File: src/rtl/deq_pkg.sv
`timescale 1ns / 1ps

package deq_pkg;

   // default ring size
   localparam int DEQ_DEPTH = 16;

   // field widths
   localparam int KIND_W   = 3;
   localparam int VALUE_W  = 32;
   localparam int STATUS_W = 2;

   // request kinds
   localparam logic [KIND_W-1:0] KIND_PUSH_FRONT = 3'd0;
   localparam logic [KIND_W-1:0] KIND_PUSH_REAR  = 3'd1;
   localparam logic [KIND_W-1:0] KIND_POP_FRONT  = 3'd2;
   localparam logic [KIND_W-1:0] KIND_POP_REAR   = 3'd3;
   localparam logic [KIND_W-1:0] KIND_DUMP       = 3'd4;

   // response status codes
   typedef enum logic [STATUS_W-1:0] {
      STATUS_OK    = 2'd0,
      STATUS_EMPTY = 2'd1,
      STATUS_FULL  = 2'd2
   } status_type;

endpackage

File: src/rtl/double_ended_queue_core.sv
`timescale 1ns / 1ps
// Double-ended queue of signed 32-bit values held in a ring memory.
// Request channel: req_kind and req_value are taken at a rising edge where
// start is high and busy is low. Kinds: push front, push rear, pop front,
// pop rear, dump; other kind codes are dropped without a response.
// Response channel: rsp_valid marks one cycle holding rsp_status,
// rsp_value_res and rsp_last; the receiver cannot stall, so every response
// is taken in the cycle it is shown.
// The first response of a request appears in the cycle after it is taken
// (registered outputs, synchronous memory read).
// Pushes and pops may follow each other every cycle while busy is low; a dump
// of n entries streams n responses back to back, one memory read per cycle,
// with busy high until its last response is shown.
// A push to a full ring answers full; a pop or dump of an empty ring answers
// empty. Reset (synchronous) empties the ring and clears head and count;
// memory contents are left as they are; unwritten data is never returned.
module double_ended_queue_core
   import deq_pkg::*;
#(
   parameter int DEPTH = DEQ_DEPTH
) (
   input  logic                      clock,
   input  logic                      reset,
   input  logic                      start,
   output logic                      busy,
   input  logic [KIND_W-1:0]         req_kind,
   input  logic signed [VALUE_W-1:0] req_value,
   output logic                      rsp_valid,
   output logic [STATUS_W-1:0]       rsp_status,
   output logic signed [VALUE_W-1:0] rsp_value_res,
   output logic                      rsp_last
);

   localparam int IDX_W = (DEPTH > 1) ? $clog2(DEPTH) : 1;
   localparam int CNT_W = $clog2(DEPTH + 1);
   localparam int SUM_W = CNT_W + 1;

   typedef enum logic {
      ST_IDLE,
      ST_DUMP
   } state_type;

   // ring index plus offset, offset below DEPTH
   function automatic logic [IDX_W-1:0] ring_add(input logic [IDX_W-1:0] idx,
                                                  input logic [CNT_W-1:0] off);
      logic [SUM_W-1:0] sum;
      sum = SUM_W'(idx) + SUM_W'(off);
      if (sum >= SUM_W'(DEPTH)) begin
         sum = sum - SUM_W'(DEPTH);
      end
      return sum[IDX_W-1:0];
   endfunction

   logic signed [VALUE_W-1:0] mem [DEPTH];
   logic signed [VALUE_W-1:0] rd_data_ff;
   logic [IDX_W-1:0]          rd_addr;
   logic [IDX_W-1:0]          wr_addr;
   logic                      wr_en;

   state_type                 state_ff, state_in;
   logic [IDX_W-1:0]          head_ff, head_in;
   logic [CNT_W-1:0]          count_ff, count_in;
   logic [IDX_W-1:0]          dump_pos_ff, dump_pos_in;
   logic [CNT_W-1:0]          dump_left_ff, dump_left_in;
   logic                      rsp_valid_ff, rsp_valid_in;
   status_type                rsp_status_ff, rsp_status_in;
   logic                      rsp_mem_ff, rsp_mem_in;
   logic                      rsp_last_ff, rsp_last_in;

   logic                      is_full;
   logic                      is_empty;
   logic [IDX_W-1:0]          head_inc;
   logic [IDX_W-1:0]          head_dec;
   logic [IDX_W-1:0]          rear_wr;
   logic [IDX_W-1:0]          rear_rd;
   logic [IDX_W-1:0]          dump_inc;

   // ring positions
   assign is_full  = (count_ff == CNT_W'(DEPTH));
   assign is_empty = (count_ff == '0);
   assign head_inc = ring_add(head_ff, CNT_W'(1));
   assign head_dec = ring_add(head_ff, CNT_W'(DEPTH - 1));
   assign rear_wr  = ring_add(head_ff, count_ff);
   assign rear_rd  = ring_add(head_ff, count_ff - CNT_W'(1));
   assign dump_inc = ring_add(dump_pos_ff, CNT_W'(1));

   // request decode and next state
   always_comb begin
      state_in      = state_ff;
      head_in       = head_ff;
      count_in      = count_ff;
      dump_pos_in   = dump_pos_ff;
      dump_left_in  = dump_left_ff;
      rsp_valid_in  = 1'b0;
      rsp_status_in = STATUS_OK;
      rsp_mem_in    = 1'b0;
      rsp_last_in   = 1'b1;
      wr_en         = 1'b0;
      wr_addr       = rear_wr;
      rd_addr       = head_ff;
      case (state_ff)
         ST_IDLE: begin
            if (start) begin
               case (req_kind)
                  KIND_PUSH_FRONT, KIND_PUSH_REAR: begin
                     rsp_valid_in = 1'b1;
                     if (is_full) begin
                        rsp_status_in = STATUS_FULL;
                     end else begin
                        wr_en    = 1'b1;
                        count_in = count_ff + CNT_W'(1);
                        if (req_kind == KIND_PUSH_FRONT) begin
                           wr_addr = head_dec;
                           head_in = head_dec;
                        end
                     end
                  end
                  KIND_POP_FRONT, KIND_POP_REAR: begin
                     rsp_valid_in = 1'b1;
                     if (is_empty) begin
                        rsp_status_in = STATUS_EMPTY;
                     end else begin
                        rsp_mem_in = 1'b1;
                        count_in   = count_ff - CNT_W'(1);
                        if (req_kind == KIND_POP_FRONT) begin
                           rd_addr = head_ff;
                           head_in = head_inc;
                        end else begin
                           rd_addr = rear_rd;
                        end
                     end
                  end
                  KIND_DUMP: begin
                     rsp_valid_in = 1'b1;
                     if (is_empty) begin
                        rsp_status_in = STATUS_EMPTY;
                     end else begin
                        rsp_mem_in   = 1'b1;
                        rd_addr      = head_ff;
                        rsp_last_in  = (count_ff == CNT_W'(1));
                        dump_pos_in  = head_inc;
                        dump_left_in = count_ff - CNT_W'(1);
                        if (count_ff != CNT_W'(1)) begin
                           state_in = ST_DUMP;
                        end
                     end
                  end
                  default: begin
                  end
               endcase
            end
         end
         ST_DUMP: begin
            rsp_valid_in = 1'b1;
            rsp_mem_in   = 1'b1;
            rd_addr      = dump_pos_ff;
            rsp_last_in  = (dump_left_ff == CNT_W'(1));
            dump_pos_in  = dump_inc;
            dump_left_in = dump_left_ff - CNT_W'(1);
            if (dump_left_ff == CNT_W'(1)) begin
               state_in = ST_IDLE;
            end
         end
         default: begin
            state_in = ST_IDLE;
         end
      endcase
   end

   // ring memory, one write and one registered read per cycle
   always_ff @(posedge clock) begin
      if (wr_en) begin
         mem[wr_addr] <= req_value;
      end
      rd_data_ff <= mem[rd_addr];
   end

   // control state and registered response
   always_ff @(posedge clock) begin
      if (reset) begin
         state_ff     <= ST_IDLE;
         head_ff      <= '0;
         count_ff     <= '0;
         rsp_valid_ff <= 1'b0;
         rsp_mem_ff   <= 1'b0;
      end else begin
         state_ff     <= state_in;
         head_ff      <= head_in;
         count_ff     <= count_in;
         rsp_valid_ff <= rsp_valid_in;
         rsp_mem_ff   <= rsp_mem_in;
      end
      dump_pos_ff   <= dump_pos_in;
      dump_left_ff  <= dump_left_in;
      rsp_status_ff <= rsp_status_in;
      rsp_last_ff   <= rsp_last_in;
   end

   // outputs
   assign busy          = (state_ff == ST_DUMP);
   assign rsp_valid     = rsp_valid_ff;
   assign rsp_status    = rsp_status_ff;
   assign rsp_value_res = rsp_mem_ff ? rd_data_ff : '0;
   assign rsp_last      = rsp_last_ff;

endmodule

File: config.mk
export PLATFORM = sky130hd
export DESIGN_NAME = double_ended_queue_core
export DESIGN_NICKNAME = d
export VERILOG_FILES = /design/src/rtl/deq_pkg.sv /design/src/rtl/double_ended_queue_core.sv
export SDC_FILE = /design/constraint.sdc
export NUM_CORES = 1
export LEC_CHECK = 0
export BUFFER_PORTS_ARGS = -buffer_cell sky130_fd_sc_hd__buf_2
export CORE_MARGIN = 5
export CORE_UTILIZATION = 62
export DETAILED_ROUTE_END_ITERATION = 10
export MAX_ROUTING_LAYER = met4
export PLACE_DENSITY = 0.91
export SETUP_SLACK_MARGIN = 0.02
export SYNTH_ARGS = -nofsm -noshare
export SYNTH_HDL_FRONTEND = slang
export SYNTH_SLANG_ARGS = --single-unit
File: constraint.sdc
create_clock -name clock -period 5.32 [get_ports clock]
set_input_delay 0 -clock clock [delete_from_list [all_inputs] [get_ports clock]]
set_output_delay 0 -clock clock [all_outputs]
set_load 0.05 [all_outputs]
# After elaboration in Yosys (flattened, before gate mapping)
# Memory sizes are Yosys's and may differ from the RTL's. A register that Yosys moved wholly into a read port is not among the register bits.
# Cells that the tools add are included.
word_totals:
  register_bits: 24
  mem_bits_rw: 512
  inputBits: 38
  output_inout_bits: 37
  mem_count: 1
memory_table:
  columns: ["name", "words", "word_bits", "rd", "rd_clocked_by_memory_dff", "write_ports", "line", "rtl"]
  rows:
  - ["mem", 16, 32, 1, 1, 1, "double_ended_queue_core.sv:54", "logic signed [VALUE_W-1:0] mem [DEPTH];"]
op_classes:
  addsub: 13
  magnitude_cmp: 5
  n_eq_ne: 15
  muxes: 57
  n_bitwise: 2
  n_reduce_logical: 11
ops:
  columns: ["op", "n"]
  rows:
  - ["4-bit two-way mux", 21]
  - ["32-bit two-way mux", 1]
  - ["4-bit case mux with 2 select lines", 3]
  - ["1-bit two-way mux", 20]
  - ["5-bit two-way mux", 4]
  - ["5-bit case mux with 2 select lines", 2]
  - ["4-bit by 1-bit subtractor with 4-bit output (second input constant)", 5]
  - ["5-bit greater-or-equal comparator (second input constant)", 3]
  - ["4-bit by 5-bit adder with 6-bit output", 2]
  - ["6-bit by 5-bit greater-or-equal comparator with 1-bit output (second input constant)", 2]
  - ["2-bit != test (second input constant)", 6]
  - ["4-bit by 1-bit adder with 5-bit output (second input constant)", 2]
  - ["5-bit by 1-bit equality test with 1-bit output (second input constant)", 2]
  - ["5-bit by 1-bit subtractor with 5-bit output (second input constant)", 2]
  - ["1-bit case mux with 2 select lines", 4]
  - ["7-bit AND reduction", 1]
  - ["3-bit by 2-bit equality test with 1-bit output (second input constant)", 2]
  - ["2-bit OR reduction", 3]
  - ["4-bit by 4-bit adder with 5-bit output (second input constant)", 1]
  - ["5-bit by 1-bit adder with 5-bit output (second input constant)", 1]
  - ["5-bit equality test (second input constant)", 1]
  - ["5-bit zero test", 1]
  - ["5-bit by 1-bit != test with 1-bit output (second input constant)", 1]
  - ["5-bit AND reduction", 1]
  - ["other kinds (11)", 12]

# Depth between registers and ports, before layout
# Gate-level depths: netlist (run 1).
depth:
  ltp_word: 9
  ltp_mapped: 12

# Worst setup path after synthesis (run 1)
# No wires, ideal clock.
synth_path:
  path_kind: "register to register"
  startpoint: "register state_ff (netlist: busy)"
  endpoint: "memory mem[5][0] (enable)"
  setup_ps: 421
  arrival_time_ps: 3707
  setup_slack_ps: 1192
  stages_incl_launch_ff: 9
  path_buffers: 1
  path_cell_list: "dfxtp_1 > buf_2 > or3b_1 > a211oi_1 > and2b_1 > mux2i_1 > xor2_1 > nand2_1 > nor2_1"
synth_via:
  elab_chain_len: 3
  word_cells_on_any_way: 4
synth_lines:
  columns: ["element", "line", "rtl"]
  rows:
  - ["start: declaration", "double_ended_queue_core.sv:60", "state_type state_ff, state_in;"]
  - ["start signal: assignment", "double_ended_queue_core.sv:187", "state_ff <= state_in;"]
  - ["1-bit two-way mux", "double_ended_queue_core.sv:101", "case (state_ff)"]
  - ["1-bit two-way mux", "double_ended_queue_core.sv:172", "if (wr_en) begin"]
  - ["1-bit two-way mux (implied by the code)", "double_ended_queue_core.sv:173", "mem[wr_addr] <= req_value;"]
  - ["end: declaration", "double_ended_queue_core.sv:54", null]
# Several ways; a longest one is shown, not always the timed one.

# Worst setup path after layout (run 1)
layout_path:
  startpoint: "register count_ff[0]"
  endpoint: "memory mem[9][11] (enable)"
layout_via:
  elab_chain_len: 8
  word_cells_on_any_way: 16
layout_lines:
  columns: ["element", "line", "rtl"]
  rows:
  - ["start: declaration", "double_ended_queue_core.sv:62", "logic [CNT_W-1:0] count_ff, count_in;"]
  - ["start signal: assignment", "double_ended_queue_core.sv:189", "count_ff <= count_in;"]
  - ["4-bit by 5-bit adder with 6-bit output", "double_ended_queue_core.sv:47", "sum = SUM_W'(idx) + SUM_W'(off);"]
  - ["6-bit by 5-bit greater-or-equal comparator with 1-bit output or 4-bit by 1-bit subtractor with 4-bit output (tied branches)", "double_ended_queue_core.sv:48, double_ended_queue_core.sv:49", null]
  - ["4-bit two-way mux", "double_ended_queue_core.sv:48", "if (sum >= SUM_W'(DEPTH)) begin"]
  - ["4-bit two-way mux", "double_ended_queue_core.sv:112", "if (req_kind == KIND_PUSH_FRONT) begin"]
  - ["4-bit two-way mux", "double_ended_queue_core.sv:107", "if (is_full) begin"]
  - ["4-bit two-way mux", "double_ended_queue_core.sv:104", "case (req_kind)"]
  - ["4-bit two-way mux", "double_ended_queue_core.sv:103", "if (start) begin"]
  - ["4-bit two-way mux", "double_ended_queue_core.sv:101", null]
# Several ways; a longest one is shown, not always the timed one.

==> results of run 1 <==
## per-layer routing
| metal | part of all wire [%] | vias up |
|---|---|---|
| met5 | 0 | - |
| met3 | 13 | 146 |
| li1 | - | 4597 |
| met2 | 47 | 895 |
| met1 | 35 | 5923 |
| met4 | 3.9 | 0 |
## critical path, delay by kind of cell, from the launching register on
family                     cells  cell delay [ns]
adders and majority gates      1             0.26
DFF                            1             0.45
and+or+nand+nor                4             1.87
buffers and inverters          1             0.16
AOI/OAI and AO/OA              1             0.61
xor gates and xnor gates       1             0.21
muxes                          1             0.36
## cell type report
cell class              count  area [sq um]  share of cell area, %
repair buffers            133           923                   3.66
clock inverters            25           238                  0.941
multi-input cells         441          5470                   21.7
inverters                   9          33.8                  0.134
flip-flops and latches    568         16600                   65.7
clock buffers              70          1430                   5.65
well taps                 461           577                   2.28
diodes                      2          5.00                 0.0198
## cell families (layout without fill, tap and decap cells)
kind of cell    count (synthesis)  in the layout
compound gates                 34             34
xor+xnor                       27             27
fa+ha+maj                      17             17
buf+inv                        63            237
flops                         568            568
mux                           241            241
other cells                     0              2
simple gates                  122            122
## registers in the layout (all words and copies together), names as in the netlist
name and flops:
rsp_valid 1, rsp_status 2, rsp_last 1, count_ff 5
dump_left_ff 5, dump_pos_ff 4, rsp_mem_ff 1, mem 512
busy 1, rd_data_ff 32, head_ff 4
## path summary, 6_finish.rpt
kind,startpoint,to,slack (ns),cells past startpoint
setup / recovery,count_ff[0]$_SDFFE_PP0P_,mem[9][11]$_DFFE_PP_,1.00,9
hold / removal,req_kind[2],count_ff[4]$_SDFFE_PP0P_,0.05,5
setup reg to reg,count_ff[0]$_SDFFE_PP0P_,mem[9][11]$_DFFE_PP_,1.00,9
hold reg to reg,dump_left_ff[4]$_DFFE_PP_,rsp_last$_DFF_P_,0.56,1
## power by group through the flow
stage	registers, mW	clock network (mW)	logic, mW
floorplan	5.07	0	0.468
global placement	5.08	0	0.678
detailed placement	5.08	0	0.711
CTS	4.99	3.71	0.759
global route	5.00	3.92	0.811
finish	4.99	3.72	0.770
## through the flow
step           hold slack (ns)  setup slack [ns]
2_1_floorplan           0.0724              1.19
3_3_place_gp             0.276              1.41
3_5_place_dp             0.274              1.22
4_1_cts                 0.0145              1.13
5_1_grt                 0.0892             0.790
6_report                0.0539              1.00
## layout by cell type (no fill, tap or decap), types with 17 or more instances in the layout
cell and count:
sky130_fd_sc_hd__dlygate4sd3_1 39, sky130_fd_sc_hd__edfxtp_1 521, sky130_fd_sc_hd__dfxtp_1 47, sky130_fd_sc_hd__and2_1 33, sky130_fd_sc_hd__mux4_2 124, sky130_fd_sc_hd__nand2_1 17, sky130_fd_sc_hd__nor2_1 20, sky130_fd_sc_hd__xnor2_1 18
sky130_fd_sc_hd__buf_4 19, sky130_fd_sc_hd__mux2i_1 112, sky130_fd_sc_hd__buf_2 74, sky130_fd_sc_hd__clkbuf_16 51
## repair_timing
item / CTS / global route
endpoints found under the hold margin: 527 / 0
hold buffers: 39 / 0
endpoints found under the setup margin: 0 / 0
==> reports/summary.log, run 1 <==
qor: sta.count_of_endpoints_failing_hold_in_the_final_timing_report 0
qor: critical_path.timing.critical_path.required 5.51 ns
qor: global_route.met3_use_gr 8.65%
qor: pwr.design_power 9.49 mW
qor: status.run_status complete, no violations
qor: flow_run.drv_cap 0
qor: clocking.htree_levels 2
qor: layout.fin_area 25300 sq um
qor: pwr.internal_power 7.33 mW
qor: critical_path.path_cells inv_1 -> ha_1 -> nor3b_1 -> a211oi_1 -> and2b_1 -> mux2i_1 -> xnor2_1 -> nand2_1 -> nor2_4
qor: synthesis.yosys.area_share.adder 1.02%
qor: floorplan.die_y 199 um
qor: synthesis.synth.most_common_cell sky130_fd_sc_hd__edfxtp_1
qor: synthesis.yosys.area_share.xor_xnor 1.06%
qor: sta.setup_viol_count_final 0
qor: clocking.tritoncts.num_buffers 51
qor: global_route.grt_pass1_vias 11831
qor: pwr.clock_network_power_share 39.2%
qor: pwr.power.sequential.fraction 52.6%
qor: route.drt-initial-drc-count 1616
qor: placement.gpl.final_weighted_congestion 0.856
qor: pwr.ir_drop_worst_vdd 0.280 mV
qor: pwr.power_per_cell_area 376 nW/um^2
qor: synthesis.synth_top_area_cell sky130_fd_sc_hd__edfxtp_1
qor: route.num_vias 11561
qor: placement.placement.io_buffers 74
qor: layout.layout.nets 1259
qor: synthesis.synth_warnings 0
qor: global_route.antenna_found_initial 3
qor: global_route.grt_start_max_net_pins 47
qor: route.drc 0
qor: route.routed_wire_length_per_instance 32.5 um
qor: layout.finalCoreUtilization 71.2%
qor: synthesis.synthArstFlopShare 0%
qor: placement.post_dp_cell_area 23200 sq um
qor: synthesis.synthesis.area 22300 sq um
qor: synthesis.synth_seq_area_share 74.5%
qor: synthesis.dominant_combinational_cell_family_by_area_after_synthesis multiplexers
qor: route.route.final.wire_length 55600 um
qor: layout.final_layout_size_suffix_gt1_share 26.1%
qor: floorplan.dieArea 39800 sq um
qor: synthesis.synth_compound_gate_area_share 0.984%
qor: critical_path.worstSetupPathType reg2reg
qor: critical_path.critical_path.max_fanout 32
qor: pwr.net_switching_power 2.16 mW
qor: synthesis.synth.area.mux_share 17.8%
qor: pwr.logic_pwr_share 8.1%
qor: critical_path.critPathSlowestCell sky130_fd_sc_hd__nor2_4
qor: global_route.grt_first_pass_wirelength 80800 um
qor: synthesis.instance_count_of_the_mapped_netlist 1072
qor: clocking.clk_transition_reported_paths 0.06 ns
qor: route.drt_first_pass_iters 7
qor: synthesis.synthesized_area_per_cell 20.8 sq um
qor: layout.areaGrowthSynthToFinish 13.5%
qor: floorplan.ioPinCount 75
qor: synthesis.synth_cell_type_count 49
qor: placement.place_hpwl 31600 um
qor: critical_path.critPathMaxStageDelay 1.00 ns
qor: sta.layout_worst_path_cycle_share 81.2%
qor: global_route.grtUsageMet1 40.4%
qor: synthesis.syn_nets 1127
qor: sta.clock.fmax 232 MHz
qor: floorplan.floorplan.die.width 199 um
qor: floorplan.coreArea 35500 sq um
qor: clocking.ctsLongestPathBuffers 3
qor: synthesis.synth_common_cells 521 x sky130_fd_sc_hd__edfxtp_1, 124 x sky130_fd_sc_hd__mux4_2, 112 x sky130_fd_sc_hd__mux2i_1
qor: global_route.grt.overflow.total 0
qor: sta.final.setup.tns 0 ns
qor: synthesis.ys_top_cells_by_area sky130_fd_sc_hd__edfxtp_1 70%, sky130_fd_sc_hd__mux4_2 13%, sky130_fd_sc_hd__mux2i_1 5.0%
qor: sta.slew_of_the_pin_with_the_lowest_slew_margin 1.16 ns
qor: critical_path.crit_arrival 4.51 ns
qor: global_route.globalRoute.busiestLayer met2
qor: route.detail_route.vias_per_cell 6.76
qor: clocking.numClockSinks 568
qor: critical_path.critical_path.endpoint_type flop
qor: sta.clock-skew-final 0.0218 ns
qor: placement.numPlacedInstances 1573
qor: floorplan.rows 69
qor: synthesis.yosys.area_share.simple 2.95%
qor: pwr.switching_share 22.8%
qor: global_route.grtUsageTotal 29.5%
qor: route.antenna_violating_nets_post_route 0
qor: synthesis.ys_dominant_reg_cell sky130_fd_sc_hd__edfxtp_1
qor: floorplan.start_util 62.7%
qor: layout.layoutNonFillerInstCount 1709
qor: synthesis.yosys.area.top_type_share 70.3%
qor: synthesis.synth.ff_latch_count 568
qor: sta.final-max-slew-violation-count 0
qor: layout.nFillCells 1865
qor: global_route.groute.layer.met2.usage 43.9%
qor: critical_path.cp-start-kind flop
qor: clocking.clk_latency 0.59 ns
qor: sta.timing.max_slew.rel_slack 22.3%
qor: sta.final_period_minus_worst_setup_slack 4.32 ns
qor: synthesis.edff_count_synth 521
qor: worst_hold_path.worst_hold_path_type in2reg
qor: pwr.power.leakage 8.66 nW
qor: clocking.postCtsSetupBuffers 0
qor: clocking.cts_resized 0
qor: sta.grt_setup_unrepaired no
qor: clocking.cts.root.buffer_cell sky130_fd_sc_hd__clkbuf_16
qor: clocking.tritoncts done
(Power assumes the default switching activity.)
==> inputs of run 2 (changes only) <==
--- a/config.mk
+++ b/config.mk
@@ -5,12 +5,13 @@
 export SDC_FILE = /design/constraint.sdc
 export NUM_CORES = 1
 export LEC_CHECK = 0
+export ABC_AREA = 1
 export BUFFER_PORTS_ARGS = -buffer_cell sky130_fd_sc_hd__buf_2
 export CORE_MARGIN = 5
-export CORE_UTILIZATION = 62
+export CORE_UTILIZATION = 56
 export DETAILED_ROUTE_END_ITERATION = 10
 export MAX_ROUTING_LAYER = met4
-export PLACE_DENSITY = 0.91
+export PLACE_DENSITY = 0.87
 export SETUP_SLACK_MARGIN = 0.02
 export SYNTH_ARGS = -nofsm -noshare
 export SYNTH_HDL_FRONTEND = slang
==> constraint.sdc (replaced) <==
create_clock -name clock -period 3.5 [get_ports clock]
set_input_delay 0 -clock clock [delete_from_list [all_inputs] [get_ports clock]]
set_output_delay 0 -clock clock [all_outputs]
set_load 0.05 [all_outputs]
==> run 2 against run 1 <==
Non-clock buffer count increased by 31; global-route usage fell by 4.2 points; hold slack better by 0.24 ns; clock power increased by 55%; power rose by 59%; critical path type unchanged; sequential cell count is the same; count of clock-buffer cells in the layout fell by 7; via count rose by 56%; routed wire length grew 10%; largest cell class unchanged; combinational power is 110% higher.
==> reports/summary.log, run 2 <==
qor: pwr.power.sequential.fraction 50.8% [was 52.6%]
qor: pwr.ir_drop_worst_vdd 0.381 mV [was 0.280 mV]
qor: layout.areaGrowthSynthToFinish 13.1% [was 13.5%]
qor: pwr.logic_pwr_share 10.9% [was 8.1%]
qor: pwr.power_per_cell_area 533 nW/um^2 [was 376 nW/um^2]
qor: clocking.tritoncts done [unchanged]
qor: layout.final_layout_size_suffix_gt1_share 9.44% [was 26.1%]
qor: clocking.postCtsSetupBuffers 0 [unchanged]
qor: layout.layout.nets 2504 [was 1259]
qor: clocking.clk_latency 0.60 ns [was 0.59 ns]
qor: sta.grt_setup_unrepaired yes [was no]
qor: floorplan.floorplan.die.width 222 um [was 199 um]
qor: critical_path.path_cells inv_1 -> ha_1 -> nand3_1 -> nand4_1 -> nor2_1 -> inv_1 -> o21ai_0 -> nand3_1 -> nor2_4 -> buf_4 [was inv_1 -> ha_1 -> nor3b_1 -> a211oi_1 -> and2b_1 -> mux2i_1 -> xnor2_1 -> nand2_1 -> nor2_4]
qor: critical_path.worstSetupPathType reg2reg [unchanged]
qor: layout.largest_reg_flops 512 [unchanged]
qor: global_route.grtUsageTotal 25.3% [was 29.5%]
qor: placement.placement.io_buffers 74 [unchanged]
qor: route.num_vias 17984 [was 11561]
qor: critical_path.critPathMaxStageDelay 0.43 ns [was 1.00 ns]
qor: clocking.tritoncts.num_buffers 53 [was 51]
qor: sta.slew_of_the_pin_with_the_lowest_slew_margin 0.915 ns [was 1.16 ns]
qor: pwr.clock_network_power_share 38.2% [was 39.2%]
qor: critical_path.timing.critical_path.required 3.74 ns [was 5.51 ns]
qor: sta.final-max-slew-violation-count 0 [unchanged]
qor: layout.antenna_cells 0 [was 2]
qor: synthesis.synth_warnings 0 [unchanged]
qor: floorplan.ioPinCount 75 [unchanged]
qor: clocking.ctsLongestPathBuffers 3 [unchanged]
qor: sta.setup_viol_count_final 0 [unchanged]
qor: floorplan.die_y 222 um [was 199 um]
qor: route.antenna_violating_nets_post_route 0 [unchanged]
qor: synthesis.edff_count_synth 521 [unchanged]
qor: floorplan.coreArea 44200 sq um [was 35500 sq um]
qor: synthesis.ys_top_cells_by_area sky130_fd_sc_hd__edfxtp_1 62%, sky130_fd_sc_hd__nand3_1 12%, sky130_fd_sc_hd__nand2_1 6.7% [was sky130_fd_sc_hd__edfxtp_1 70%, sky130_fd_sc_hd__mux4_2 13%, sky130_fd_sc_hd__mux2i_1 5.0%]
qor: placement.gpl.final_weighted_congestion 0.876 [was 0.856]
qor: sta.count_of_endpoints_failing_hold_in_the_final_timing_report 0 [unchanged]
qor: layout.final_cell_mix 598 x sky130_fd_sc_hd__nand3_1, 521 x sky130_fd_sc_hd__edfxtp_1, 442 x sky130_fd_sc_hd__nand2_1 [was 521 x sky130_fd_sc_hd__edfxtp_1, 124 x sky130_fd_sc_hd__mux4_2, 112 x sky130_fd_sc_hd__mux2i_1]
qor: floorplan.start_util 56.7% [was 62.7%]
qor: sta.final_period_minus_worst_setup_slack 3.24 ns [was 4.32 ns]
qor: status.run_status complete, no violations [unchanged]
qor: synthesis.synth_top_area_cell sky130_fd_sc_hd__edfxtp_1 [unchanged]
qor: sta.layout_worst_path_cycle_share 92.7% [was 81.2%]
qor: floorplan.dieArea 49100 sq um [was 39800 sq um]
qor: synthesis.synth_seq_area_share 66.2% [was 74.5%]
qor: synthesis.synth_cell_type_count 35 [was 49]
qor: synthesis.synthesis.area 25100 sq um [was 22300 sq um]
qor: synthesis.ys_dominant_reg_cell sky130_fd_sc_hd__edfxtp_1 [unchanged]
qor: synthesis.synth.most_common_cell sky130_fd_sc_hd__nand3_1 [was sky130_fd_sc_hd__edfxtp_1]
qor: synthesis.synthesized_area_per_cell 10.6 sq um [was 20.8 sq um]
qor: sta.clock-skew-final 0.0244 ns [was 0.0218 ns]
qor: route.detail_route.vias_per_cell 5.84 [was 6.76]
qor: critical_path.cp-start-kind flop [unchanged]
qor: clocking.clk_transition_reported_paths 0.06 ns [about the same]
qor: clocking.htree_levels 2 [unchanged]
qor: route.routed_wire_length_per_instance 19.9 um [was 32.5 um]
qor: critical_path.crit_arrival 3.49 ns [was 4.51 ns]
qor: global_route.grt_start_max_net_pins 143 [was 47]
qor: layout.mostFrequentLayoutCell sky130_fd_sc_hd__nand3_1 [was sky130_fd_sc_hd__edfxtp_1]
qor: pwr.internal_power 11.4 mW [was 7.33 mW]
qor: synthesis.synth_common_cells 598 x sky130_fd_sc_hd__nand3_1, 521 x sky130_fd_sc_hd__edfxtp_1, 445 x sky130_fd_sc_hd__nand2_1 [was 521 x sky130_fd_sc_hd__edfxtp_1, 124 x sky130_fd_sc_hd__mux4_2, 112 x sky130_fd_sc_hd__mux2i_1]
qor: layout.largest_registers mem: 512 flops, rd_data_ff: 32 flops [unchanged]
qor: sta.timing.max_slew.rel_slack 39.0% [was 22.3%]
qor: route.drt-initial-drc-count 2350 [was 1616]
qor: global_route.grt_first_pass_wirelength 96600 um [was 80800 um]
qor: clocking.numClockSinks 568 [unchanged]
qor: sta.final.setup.tns 0 ns [unchanged]
qor: layout.top_register mem [unchanged]
qor: sta.clock.fmax 308 MHz [was 232 MHz]
qor: placement.place_hpwl 34800 um [was 31600 um]
qor: pwr.switching_share 24.6% [was 22.8%]
qor: placement.post_dp_cell_area 26200 sq um [was 23200 sq um]
qor: layout.fin_area 28300 sq um [was 25300 sq um]
qor: floorplan.rows 77 [was 69]
qor: synthesis.instance_count_of_the_mapped_netlist 2373 [was 1072]
qor: synthesis.synthArstFlopShare 0% [unchanged]
qor: worst_hold_path.worst_hold_path_type in2reg [unchanged]
qor: clocking.cts_resized 0 [unchanged]
qor: critical_path.critical_path.max_fanout 17 [was 32]
qor: critical_path.critPathSlowestCell sky130_fd_sc_hd__nand3_1 [was sky130_fd_sc_hd__nor2_4]
qor: route.drt_first_pass_iters 8 [was 7]
qor: global_route.grt.overflow.total 0 [unchanged]
qor: pwr.net_switching_power 3.71 mW [was 2.16 mW]
qor: route.route.final.wire_length 61200 um [was 55600 um]
qor: synthesis.synth.ff_latch_count 568 [unchanged]
qor: route.drc 0 [unchanged]
qor: clocking.cts.root.buffer_cell sky130_fd_sc_hd__clkbuf_16 [unchanged]
qor: synthesis.yosys.area.top_type_share 62.4% [was 70.3%]
qor: flow_run.drv_cap 0 [unchanged]
qor: global_route.antenna_found_initial 0 [was 3]
qor: critical_path.critical_path.endpoint_type flop [unchanged]
qor: global_route.grt_pass1_vias 17676 [was 11831]
qor: pwr.power.leakage 11.9 nW [was 8.66 nW]
qor: synthesis.syn_nets 2428 [was 1127]
## run 2: cell types whose count changed after synthesis, moves of 13 or more
cell and delta:
sky130_fd_sc_hd__and2_1 -33, sky130_fd_sc_hd__mux4_2 -124, sky130_fd_sc_hd__nand3b_1 +89, sky130_fd_sc_hd__xnor2_1 -13
sky130_fd_sc_hd__inv_1 +395, sky130_fd_sc_hd__clkbuf_1 +22, sky130_fd_sc_hd__nand2_1 +428, sky130_fd_sc_hd__mux2i_1 -112
sky130_fd_sc_hd__nand3_1 +593, sky130_fd_sc_hd__buf_2 +64
## run 2: cell type report
cell class	instances	area [sq um]
Clock buffer	63	1390
Clock inverter	32	344
Fill cell	3072	15900
Inverter	408	1530
Multi-Input combinational cell	1254	6360
Sequential cell	568	16600
Tap cell	592	741
Timing Repair Buffer	164	1380
## run 2: power by group through the flow
stage | Sequential, mW | Combinational, mW | Clock (mW)
after floorplan | 7.77 | 1.06 | 0
after global placement | 7.82 | 1.51 | 0
after detailed placement | 7.82 | 1.56 | 0
after CTS | 7.67 | 1.62 | 5.82
after global routing | 7.68 | 1.80 | 6.14
final | 7.67 | 1.65 | 5.77
## run 2: critical path: cells and delay by family, from the launching register on
kind	cells	cell delay, ns
AO/OA/AOI/OAI	1	0.33
buffers and inverters	3	0.63
flip-flops	1	0.41
AND/OR/NAND/NOR	5	1.23
adder cells (fa/ha/maj)	1	0.30
## run 2: final timing paths
| check | startpoint | end | slack [ns] | cells after the start |
|---|---|---|---|---|
| worst max-delay path | count_ff[0]$_SDFFE_PP0P_ | mem[10][28]$_DFFE_PP_ | 0.26 | 10 |
| worst max register to register | count_ff[0]$_SDFFE_PP0P_ | mem[10][28]$_DFFE_PP_ | 0.26 | 10 |
| worst min register to register | count_ff[4]$_SDFFE_PP0P_ | rsp_status[1]$_SDFF_PP0_ | 0.55 | 2 |
| worst min-delay path | reset | head_ff[3]$_SDFFE_PP0P_ | 0.30 | 3 |
## run 2: cell families (layout without fill, tap and decap cells)
group | count (synthesis) | count (layout) | synth area share, %
compound gates | 39 | 39 | 0.864
simple gates | 1179 | 1179 | 22.3
buf+inv | 551 | 667 | 9.10
xor+xnor | 19 | 19 | 0.664
fa+ha+maj | 17 | 17 | 0.909
flops | 568 | 568 | 66.2
## run 2: layer usage
layer | track usage (%) | vias up | part of all wire [%]
met4 | 7.38 | 0 | 2.9
met3 | 4.51 | 170 | 11
li1 | - | 8080 | -
met1 | 32.7 | 8537 | 37
met2 | 41.7 | 1197 | 50
met5 | - | - | 0
## run 2: repair_timing
item,in CTS,in global routing
setup endpoints to repair,0,29
hold buffers,40,0
hold endpoints to repair,526,0
## run 2: through the flow
stage	utilization [%]	hold slack [ns]	setup slack [ns]	instances	power (mW)
after global routing	64.1	0.281	0.00738	3081	15.6
final	64.1	0.296	0.256	3081	15.1
after CTS	64.1	0.235	0.288	3081	15.1
after floorplan	-	0.0989	0.0137	2373	8.83
after detailed placement	59.3	0.323	0.349	2946	9.38
after global placement	59.3	0.317	0.581	2946	9.33
==> inputs of run 3 (changes only) <==
--- a/config.mk
+++ b/config.mk
@@ -5,7 +5,6 @@
 export SDC_FILE = /design/constraint.sdc
 export NUM_CORES = 1
 export LEC_CHECK = 0
-export ABC_AREA = 1
 export BUFFER_PORTS_ARGS = -buffer_cell sky130_fd_sc_hd__buf_2
 export CORE_MARGIN = 5
 export CORE_UTILIZATION = 56
==> constraint.sdc (replaced) <==
create_clock -name clock -period 3.5 [get_ports clock]
set_input_delay 0.7 -clock clock [delete_from_list [all_inputs] [get_ports clock]]
set_output_delay 0.7 -clock clock [all_outputs]
set_load 0.05 [all_outputs]
==> run 3 against run 2 <==
Maximum frequency shrank 2.8%; routed wire length shrank 19%; power shrank 1.6%; clock power grew 5.9%; cell count shrank 42%; first-iteration DRC count shrank 52%; critical path type unchanged; clock skew shrank 0.0049 ns; count of clock-buffer cells in the layout grew 6; critical path depth grew 1; critical endpoint is now mem[13][8]$_DFFE_PP_; sequential cell count is the same.
==> reports/summary.log, run 3 (same netlist as run 1, synthesis figures left out) <==
qor: sta.grt_setup_unrepaired no [was yes]
qor: sta.clock-skew-final 0.0195 ns [was 0.0244 ns]
qor: worst_hold_path.worst_hold_path.num_cells 2 [was 3]
qor: sta.final-max-slew-violation-count 0 [unchanged]
qor: flow_run.drv_cap 0 [unchanged]
qor: critical_path.r2r.worst_path.cells 11 [was 10]
qor: placement.placement.io_buffers 74 [unchanged]
qor: route.antenna_violating_nets_post_route 0 [unchanged]
qor: layout.largest_reg_flops 512 [unchanged]
qor: sta.clock.fmax 300 MHz [was 308 MHz]
qor: layout.area.sequential 16600 sq um [about the same]
qor: floorplan.start_util 56.3% [was 56.7%]
qor: floorplan.floorplan.die.width 209 um [was 222 um]
qor: worst_hold_path.worst_hold_path_type in2reg [unchanged]
qor: clocking.tritoncts.num_buffers 54 [was 53]
qor: critical_path.reg_to_reg_slack_setup 0.16 ns [was 0.26 ns]
qor: floorplan.die_y 209 um [was 222 um]
qor: floorplan.dieArea 43800 sq um [was 49100 sq um]
qor: critical_path.r2r_start count_ff[0]$_SDFFE_PP0P_ [unchanged]
qor: clocking.numClockSinks 568 [unchanged]
qor: global_route.grtUsageTotal 23.6% [was 25.3%]
qor: route.routed_wire_length_per_instance 27.7 um [was 19.9 um]
qor: clocking.clk_transition_reported_paths 0.06 ns [about the same]
qor: clocking.ctsLongestPathBuffers 3 [unchanged]
qor: placement.gpl.final_weighted_congestion 0.840 [was 0.876]
qor: global_route.grt_start_max_net_pins 37 [was 143]
qor: critical_path.cp-start-kind flop [unchanged]
qor: global_route.grt_first_pass_wirelength 74900 um [was 96600 um]
qor: layout.mostFrequentLayoutCell sky130_fd_sc_hd__edfxtp_1 [was sky130_fd_sc_hd__nand3_1]
qor: route.route.final.wire_length 49700 um [was 61200 um]
qor: sta.final_period_minus_worst_setup_slack 3.34 ns [was 3.24 ns]
qor: sta.layout_worst_path_cycle_share 95.3% [was 92.7%]
qor: critical_path.crit_arrival 3.64 ns [was 3.49 ns]
qor: clocking.ctsHoldBuffers 0 [was 40]
qor: sta.setup_viol_count_final 0 [unchanged]
qor: clocking.cts_resized 0 [unchanged]
qor: layout.area_of_combinational_cells_with_multiple_inputs 5490 sq um [was 6360 sq um]
qor: worst_hold_path.hold_end rsp_status[1]$_SDFF_PP0_ [was head_ff[3]$_SDFFE_PP0P_]
qor: sta.final.setup.tns 0 ns [unchanged]
qor: critical_path.timing.critical_path.required 3.81 ns [was 3.74 ns]
qor: route.num_vias 10964 [was 17984]
qor: global_route.grt.overflow.total 0 [unchanged]
qor: route.drc 0 [unchanged]
qor: layout.nFillCells 2377 [was 3072]
qor: clocking.tritoncts done [unchanged]
qor: layout.areaGrowthSynthToFinish 17.2% [was 13.1%]
qor: sta.count_of_endpoints_failing_hold_in_the_final_timing_report 0 [unchanged]
qor: route.drt-initial-drc-count 1136 [was 2350]
qor: clocking.htree_levels 2 [unchanged]
qor: floorplan.coreArea 39500 sq um [was 44200 sq um]
qor: clocking.cts.root.buffer_cell sky130_fd_sc_hd__clkbuf_16 [unchanged]
qor: layout.final_cell_mix 521 x sky130_fd_sc_hd__edfxtp_1, 124 x sky130_fd_sc_hd__mux4_2, 110 x sky130_fd_sc_hd__mux2i_1 [was 598 x sky130_fd_sc_hd__nand3_1, 521 x sky130_fd_sc_hd__edfxtp_1, 442 x sky130_fd_sc_hd__nand2_1]
qor: floorplan.ioPinCount 75 [unchanged]
qor: critical_path.worst_reg2reg_path_endpoint mem[13][8]$_DFFE_PP_ [was mem[10][28]$_DFFE_PP_]
qor: route.detail_route.vias_per_cell 6.10 [was 5.84]
qor: route.drt_first_pass_iters 5 [was 8]
qor: placement.place_ws -0.00709 ns [was 0.349 ns]
qor: critical_path.worstSetupPathType reg2reg [unchanged]
qor: layout.top_register mem [unchanged]
qor: sta.post-route-worst-setup-slack 0.164 ns [was 0.256 ns]
qor: floorplan.rows 73 [was 77]
qor: pwr.power_per_cell_area 569 nW/um^2 [was 533 nW/um^2]
qor: clocking.clk_latency 0.61 ns [was 0.60 ns]
qor: status.run_status complete, no violations [unchanged]
qor: global_route.grt_pass1_vias 11756 [was 17676]
qor: layout.largest_registers mem: 512 flops, rd_data_ff: 32 flops [unchanged]
qor: layout.layout.nets 1282 [was 2504]
qor: layout.final_layout_size_suffix_gt1_share 31.3% [was 9.44%]
qor: placement.place_hpwl 29500 um [was 34800 um]
qor: pwr.power.leakage 9.03 nW [was 11.9 nW]
qor: critical_path.critical_path.max_fanout 10 [was 17]
qor: pwr.ir_drop_worst_vdd 0.345 mV [was 0.381 mV]
qor: sta.timing.max_slew.rel_slack 59.7% [was 39.0%]
qor: clocking.postCtsSetupBuffers 0 [unchanged]
qor: worst_hold_path.hold_path_start req_kind[1] [was reset]
qor: sta.slew_of_the_pin_with_the_lowest_slew_margin 0.603 ns [was 0.915 ns]
qor: global_route.antenna_found_initial 1 [was 0]
qor: critical_path.critical_path.endpoint_type flop [unchanged]
## run 3: cell types whose count changed in the layout (fill, tap and decap cells not counted), moves of 33 or more
cell	delta
sky130_fd_sc_hd__and2_1	+33
sky130_fd_sc_hd__dlygate4sd3_1	-40
sky130_fd_sc_hd__inv_1	-395
sky130_fd_sc_hd__mux2i_1	+110
sky130_fd_sc_hd__mux4_2	+124
sky130_fd_sc_hd__nand2_1	-426
sky130_fd_sc_hd__nand3_1	-593
sky130_fd_sc_hd__nand3b_1	-89
## run 3: stage by stage
step	hold WS (ns)	cell area [sq um]	total power, mW	instances	util, %
after floorplan	0.472	22300	8.41	1072	-
after global placement	0.498	24200	8.83	1696	61.2
after detailed placement	0.526	24200	8.87	1696	61.2
after CTS	0.346	26100	14.9	1797	65.9
after global routing	0.382	26100	15.3	1798	66.0
final	0.377	26100	14.8	1798	66.0
## run 3: layout make-up
type                    instances  area share [%]
flip-flops and latches        568            63.6
multi-input cells             441            21.0
clock buffers                  69            5.66
repair buffers                153            5.61
well taps                     525            2.52
clock inverters                32            1.47
inverters                       9           0.129
diodes                          1         0.00959
## run 3: worst max-delay path, cell delays in order, from the launching register on
cell and delay [ns]:
sky130_fd_sc_hd__dfxtp_1 0.45, sky130_fd_sc_hd__inv_1 0.14, sky130_fd_sc_hd__ha_1 0.25, sky130_fd_sc_hd__nor3b_1 0.19
sky130_fd_sc_hd__a211oi_1 0.41, sky130_fd_sc_hd__and2b_1 0.25, sky130_fd_sc_hd__mux2i_2 0.35, sky130_fd_sc_hd__xnor2_1 0.28
sky130_fd_sc_hd__nand2_1 0.11, sky130_fd_sc_hd__buf_4 0.20, sky130_fd_sc_hd__nor2_4 0.16, sky130_fd_sc_hd__buf_4 0.24
## run 3: report_power, final
part / switching, mW / total [mW] / leakage [nW] / internal, mW
clock: 2.52 / 6.11 / 0.916 / 3.58
combinational: 0.671 / 1.18 / 3.04 / 0.508
sequential: 0.0407 / 7.56 / 5.08 / 7.52
total: 3.24 / 14.8 / 9.03 / 11.6
## run 3: worst max path at each step
stage / startpoint / end / slack [ns] / cells past startpoint
2_1_floorplan: busy$_SDFF_PP0_ / mem[5][0]$_DFFE_PP_ / -0.15 / 8
3_3_place_gp: req_kind[2] / mem[8][8]$_DFFE_PP_ / 0.07 / 10
3_5_place_dp: req_kind[2] / mem[4][4]$_DFFE_PP_ / -0.007 / 9
4_1_cts: count_ff[0]$_SDFFE_PP0P_ / mem[4][7]$_DFFE_PP_ / 0.07 / 10
5_1_grt: count_ff[0]$_SDFFE_PP0P_ / rd_data_ff[17]$_DFF_P_ / 0.02 / 11
6_report: count_ff[0]$_SDFFE_PP0P_ / mem[13][8]$_DFFE_PP_ / 0.16 / 11
## run 3: routing by layer
layer | track usage [%] | share of wire (%) | vias up | wire length [um]
met5 | - | 0 | - | 0
met4 | 10.7 | 5.1 | 0 | 2550
met2 | 39.5 | 52 | 477 | 25900
met3 | 4.36 | 6.3 | 130 | 3140
met1 | 28.3 | 36 | 5707 | 18100
li1 | - | - | 4650 | -
